**config.mk**
```make
export PLATFORM = sky130hd
export DESIGN_NAME = ppsetup_cordic_cell
export DESIGN_NICKNAME = d
export VERILOG_FILES = /design/src/sv/ppsetup_pkg.sv /design/src/sv/ppsetup_cordic_cell.sv
export SDC_FILE = /design/constraint.sdc
export NUM_CORES = 1
export LEC_CHECK = 0
export BUFFER_PORTS_ARGS = -buffer_cell sky130_fd_sc_hd__buf_2
export CORE_ASPECT_RATIO = 0.5
export CORE_MARGIN = 2
export CORE_UTILIZATION = 32
export DETAILED_ROUTE_END_ITERATION = 12
export PLACE_DENSITY = 0.52
export SLEW_MARGIN = 20
export SYNTH_ARGS = -nofsm -noshare
export SYNTH_HDL_FRONTEND = slang
export SYNTH_SLANG_ARGS = --single-unit
```
**constraint.sdc**
```tcl
create_clock -name i_clk -period 19.6 [get_ports i_clk]
set_input_delay 3.92 -clock i_clk [delete_from_list [all_inputs] [get_ports i_clk]]
set_output_delay 3.92 -clock i_clk [all_outputs]
set_load 0.02 [all_outputs]
```
**src/sv/ppsetup_pkg.sv**
```systemverilog
// shared types, constants and tables for the perspective projection setup block
package ppsetup_pkg;

    localparam int CORDIC_STAGES = 16;
    localparam int ATAN_ENTRIES  = 24;
    localparam int DIV_STEPS     = 32;
    localparam int DIV_LANES     = 4;

    localparam logic [15:0] FOV_MIN     = 16'd256;
    localparam logic [15:0] FOV_MAX     = 16'd45824;
    localparam logic [24:0] RAD_PER_DEG = 25'd18740330;

    localparam logic [15:0] FOV_RESET  = 16'd15360;
    localparam logic [31:0] NEAR_RESET = 32'd6554;
    localparam logic [31:0] FAR_RESET  = 32'd6553600;

    localparam logic [1:0] CFG_FOV  = 2'd0;
    localparam logic [1:0] CFG_NEAR = 2'd1;
    localparam logic [1:0] CFG_FAR  = 2'd2;

    localparam int LANE_XS = 0;
    localparam int LANE_YS = 1;
    localparam int LANE_DS = 2;
    localparam int LANE_DO = 3;

    localparam logic [31:0] ATAN_Q30 [ATAN_ENTRIES] = '{
        32'h3243F6A8, 32'h1DAC6705, 32'h0FADBAFC, 32'h07F56EA6, 32'h03FEAB76, 32'h01FFD55B,
        32'h00FFFAAA, 32'h007FFF55, 32'h003FFFEA, 32'h001FFFFD, 32'h000FFFFF, 32'h0007FFFF,
        32'h0003FFFF, 32'h0001FFFF, 32'h0000FFFF, 32'h00007FFF, 32'h00003FFF, 32'h00001FFF,
        32'h00000FFF, 32'h000007FF, 32'h000003FF, 32'h000001FF, 32'h000000FF, 32'h0000007F
    };

    typedef struct packed {
        logic signed [33:0] x;
        logic signed [33:0] y;
        logic signed [33:0] z;
        logic [23:0]        aspect;
    } t_cordic;

    typedef struct packed {
        logic [30:0] ux;
        logic [30:0] uy;
        logic [23:0] aspect;
        logic [54:0] p_auy;
        logic [54:0] p_aux;
        logic [63:0] p_fn;
    } t_mul;

    typedef struct packed {
        logic [63:0] rem;
        logic [63:0] den;
        logic [31:0] nq;
        logic        ov;
    } t_div_lane;

    typedef struct packed {
        t_div_lane [DIV_LANES-1:0] lane;
        logic                      err;
        logic                      fgt;
    } t_div_item;

endpackage

```
**src/sv/ppsetup_cordic_cell.sv**
```systemverilog
// one rotation cell of the tangent pipeline
module ppsetup_cordic_cell (
    input  logic               i_clk,
    input  logic               i_rst_n,
    input  logic [4:0]         i_stage,
    input  logic               i_valid,
    input  ppsetup_pkg::t_cordic i_data,
    input  logic               i_ready,
    output logic               o_ready,
    output logic               o_valid,
    output ppsetup_pkg::t_cordic o_data
);
    import ppsetup_pkg::*;

    logic               r_valid;
    t_cordic            r_data;
    t_cordic            n_data;
    logic signed [33:0] xr;
    logic signed [33:0] yr;
    logic signed [33:0] at;

    assign o_ready = !r_valid || i_ready;
    assign o_valid = r_valid;
    assign o_data  = r_data;

    always_comb begin
        xr = i_data.x >>> i_stage;
        yr = i_data.y >>> i_stage;
        at = {2'b00, ATAN_Q30[i_stage]};
        n_data = i_data;
        if (!i_data.z[33]) begin
            n_data.x = i_data.x - yr;
            n_data.y = i_data.y + xr;
            n_data.z = i_data.z - at;
        end else begin
            n_data.x = i_data.x + yr;
            n_data.y = i_data.y - xr;
            n_data.z = i_data.z + at;
        end
    end

    always_ff @(posedge i_clk) begin
        if (!i_rst_n) begin
            r_valid <= 1'b0;
        end else if (o_ready) begin
            r_valid <= i_valid;
        end
    end

    always_ff @(posedge i_clk) begin
        if (o_ready) begin
            r_data <= n_data;
        end
    end

endmodule

```
Word-level counts from Yosys, hierarchy flattened
Memory sizes are Yosys's and may differ from the RTL's.
Index checks and enable logic that the tools add are counted.

operators by class
  reduce and logical (&&, ||, !) cells = 2
  add/subtract/negate cells = 6
  bitwise logic cells = 1
  shift operators = 2
  muxes and demuxes = 3
  magnitude comparators = 1

operators by type and width
  kind                  number
  $mux W102             1
  $add A34 B34 Y34      2
  $sshr A34 B5 Y34      2
  $sub A34 B34 Y34      2
  $mux W32              2
  $add A34 B33 Y34      1
  $sub A34 B33 Y34      1
  $ge A6 B6 Y1 const B  1
  $not A5 Y6            1
  $logic_not A1 Y1      1
  $logic_or A1 B1 Y1    1

word-level totals
  logic and storage cells = 21
  ROM bits = 1024
  input port bits = 135
  flip-flop bits (word level) = 127
  memories = 1
  output and inout port bits = 128

memory list
  memory            words  width  rd ports  clocked after Yosys merged registers in  write ports  line                       RTL
  (name not given)  32     32     1         0                                        0            ppsetup_cordic_cell.sv:29  at = {2'b00, ATAN_Q30[i_stage]};

Depth between registers and ports, before layout
  word-level depth = 6
  mapped depth = 27
  gate-level depth less buffers = 20

Least setup slack after synthesis
Ideal clock, no wire load.

  path kind = input to output
  start point = input port i_ready
  end point = output port o_ready
  data arrival time = 7.115 ns
  cell stages on the path = 1
  path slack = 8.565 ns
  required time = 15.680 ns
  buffers on the path = 0
  cell sequence = nand2b_1

between the ends
  word-level cells in the longest chain between the ends = 1

RTL lines
  item                line                       RTL
  from (decl)         ppsetup_cordic_cell.sv:8   input logic i_ready,
  $logic_or A1 B1 Y1  ppsetup_cordic_cell.sv:22  assign o_ready = !r_valid || i_ready;
  to (decl)           ppsetup_cordic_cell.sv:9   output logic o_ready,

Every way passes these cells.

==> flow_summary_export.csv <==
group,metric,value,unit
grt,grt_start_max_net_pins,85,
clock_network,cts_buffers,17,
drt,wl_per_cell,22.1,um
floorplanning,die_area,51100,um^2
placed_design,preCtsSetupSlack,8.45,ns
grt,grt_usage,21.5,%
timing,timing.final.crit_share,55.0,%
worst_setup_path,r2r_end,"o_data[77]",
floorplanning,core,48600,um^2
synthesis,yosys_warnings,0,
timing,fin_crit,10.77,ns
clock_network,clk_latency,0.47,ns
flow_run,maxCapViolCount,0,
final_layout,multi_input_area,11300,um^2
clock_network,cts_tree,"built",
clock_network,clock_path_buffers,2,
worst_setup_path,worstSetupEndpointType,"register",
clock_network,cts_root_buf,"clkbuf_16",
power_and_ir_drop,p_leak,7.45,nW
synthesis,synth_top_area_cell,"edfxtp_1",
synthesis,ys_types,93,
clock_network,cts_setup_buffers,0,
timing,worst_pin_slew,1.01,ns
status,status,"complete, no violations",
synthesis,syn-num-nets,1898,
power_and_ir_drop,ir_drop,0.0000489,V
worst_setup_path,path_max_fanout,62,
clock_network,htreeDepth,4,
clock_network,clock_sinks,127,
timing,slew_headroom,32.5,%
clock_network,path_clk_slew,0.08,ns
synthesis,synth.area.top_cells,"edfxtp_1, mux4_2, ha_1",
clock_network,post_cts_resized,0,
floorplanning,fp.dieW,318,um
hold_path,holdPathEnd,"o_data[3]",
synthesis,ys_ff_latch,127,
final_layout,final_cell_mix,"buf_2, nor2_1, a21oi_1",
grt,grt_pass1_wl,84.9,mm
final_layout,fin_util,37.3,%
timing,max_freq,92.8,MHz
hold_path,hold_class,"register to register",
final_layout,final_common_cell,"buf_2",
drt,detail_route.first_pass.iterations,6,
drt,via_per_inst,5.79,
hold_path,min_path_cells,1,
timing,finalSetupViolCount,0,
final_layout,final_area,18100,um^2
drt,drtAntennaViolNets,0,
floorplanning,initial_core_util,32.4,%
placed_design,numPortBuffers,262,
final_layout,instances_no_fill,2523,
final_layout,syn_to_final_growth,15.3,%
synthesis,syn_inst,1650,
worst_setup_path,crit_path_start_kind,"input pin",
worst_setup_path,rrSetupSlack,17.72,ns
placed_design,placedCellCount,2490,
timing,slew_violations,0,
timing,finalClockSkew,0.0108,ns
synthesis,synth-edff-count,126,
clock_network,cts_hold_buf,0,
worst_setup_path,critical_path_class,"input pin to register",
timing,rsz0062_at_grt,"no",
synthesis,syn_area,15700,um^2
synthesis,ys_async_sr_fraction,0,%
grt,antenna_found_initial,1,
placed_design,gp_congestion,0.983,
timing,fin_ws,8.83,ns
power_and_ir_drop,powerDensity,86.3,nW/um^2
drt,drtIter0Drc,1458,
timing,hold_viol_final,0,
hold_path,min_from,"o_valid",
timing,fin_hold_ws,0.993,ns
placed_design,placed_cell_area,17500,um^2
floorplanning,io_pins,263,
worst_setup_path,worst-r2r-cell-count,2,
final_layout,nets,2108,
synthesis,yosys.area.top_type_share,24.0,%
drt,wirelength,55.9,mm
drt,drc,0,
placed_design,hpwl,42.4,mm
final_layout,regArea,3800,um^2
floorplanning,die_y,161,um
worst_setup_path,cp.required,19.81,ns
synthesis,synth_top_flop_cell,"edfxtp_1",
grt,grt_pass1_vias,14000,
drt,vias,14600,
power_and_ir_drop,power,1.56,mW
worst_setup_path,critPathArrivalTime,10.98,ns
timing,finalSetupTns,0,ns
floorplanning,num_rows,57,
synthesis,syn-mean-instance-area,9.54,um^2
final_layout,drive_gt1_share,24.3,%
final_layout,fillers,4898,
grt,grt_overflow,0,
worst_setup_path,crit-reg2reg-launch,"o_valid",
synthesis,ys_seq_area_share,24.2,%
[registers in the layout, summed over array words and instances (netlist names)]
| signal | flops |
|---|---|
| o_valid | 1 |
| o_data | 126 |
[routing by layer]
layer / vias to the layer above / routed length, um / part of all wire (%) / track usage, %
met5: - / 0 / 0 / 0
met4: 0 / 1680 / 3.0 / 7.60
met3: 100 / 4840 / 8.7 / 5.70
met2: 654 / 25300 / 45 / 33.7
met1: 7077 / 24100 / 43 / 28.6
li1: 6786 / - / - / -
[Yosys cell counts, drive strengths merged (6+ instances only)]
master     n
clkbuf    35
a211oi    23
inv       47
a31oi     35
mux4      91
a221oi    10
or3        8
and3      17
and2      17
nor2     138
xor2      53
o211ai    12
a21oi    135
o21a      18
a2111oi    6
mux2i     50
buf       51
a21boi     9
nand4      9
a22oi     11
nor4       8
o211a      8
mux2      21
xnor2    116
nor2b     20
nand2b    23
o31ai      8
nor3      22
nand3     26
o21ai     86
nor3b      6
o21bai    12
nand2    126
edfxtp   126
o22ai     25
a21o      48
ha       110
[power breakdown]
group / internal (mW) / switching (mW) / leakage, nW
Combinational: 0.305 / 0.491 / 5.85
Sequential: 0.412 / 0.0206 / 1.31
Clock: 0.173 / 0.163 / 0.297
Total: 0.890 / 0.675 / 7.45
[worst max-delay path: stages]
cell       delay (ns)
buf_6            0.50
buf_4            0.87
mux4_2           0.64
mux4_2           0.47
a2bb2oi_1        0.46
nor3b_2          0.34
and4_1           0.26
nor3b_2          0.35
and2_1           0.24
mux2_2           0.34
a221o_1          0.31
ha_1             0.39
nand4_1          0.18
a2111oi_0        0.72
a21o_1           0.31
a21oi_1          0.11
a21oi_1          0.18
xor3_1           0.32
[worst max path at each step]
| stage | start | slack (ns) | to |
|---|---|---|---|
| after detailed placement | i_stage[0] | 8.45 | o_data[125] |
| after global placement | i_stage[0] | 8.55 | o_data[125] |
| after global routing | i_stage[0] | 8.30 | o_data[125] |
| after CTS | i_stage[0] | 8.91 | o_data[125] |
| after floorplan | i_ready | 8.56 | o_ready |
| final | i_stage[0] | 8.83 | o_data[125] |
[final cells by class]
| class | count | area share [%] |
|---|---|---|
| multi-input combinational | 1388 | 62.3 |
| sequential | 127 | 21.0 |
| timing repair buffer | 277 | 7.91 |
| tap | 649 | 4.48 |
| clock buffer | 17 | 2.35 |
| inverter | 49 | 1.01 |
| clock inverter | 15 | 1.00 |
| antenna | 1 | 0.0138 |
[logic make-up (layout without fill, tap and decap cells)]
kind of cell	count (synthesis)	after routing	share of synthesized area (%)
AO/OA/AOI/OAI	507	507	21.7
XOR/XNOR	170	170	9.56
flip-flops	127	127	24.2
buffers and inverters	135	358	4.16
adder cells (fa/ha/maj)	113	113	9.13
AND/OR/NAND/NOR	436	436	13.6
multiplexers	162	162	17.7
other	0	1	0
(Power assumes the default switching activity.)
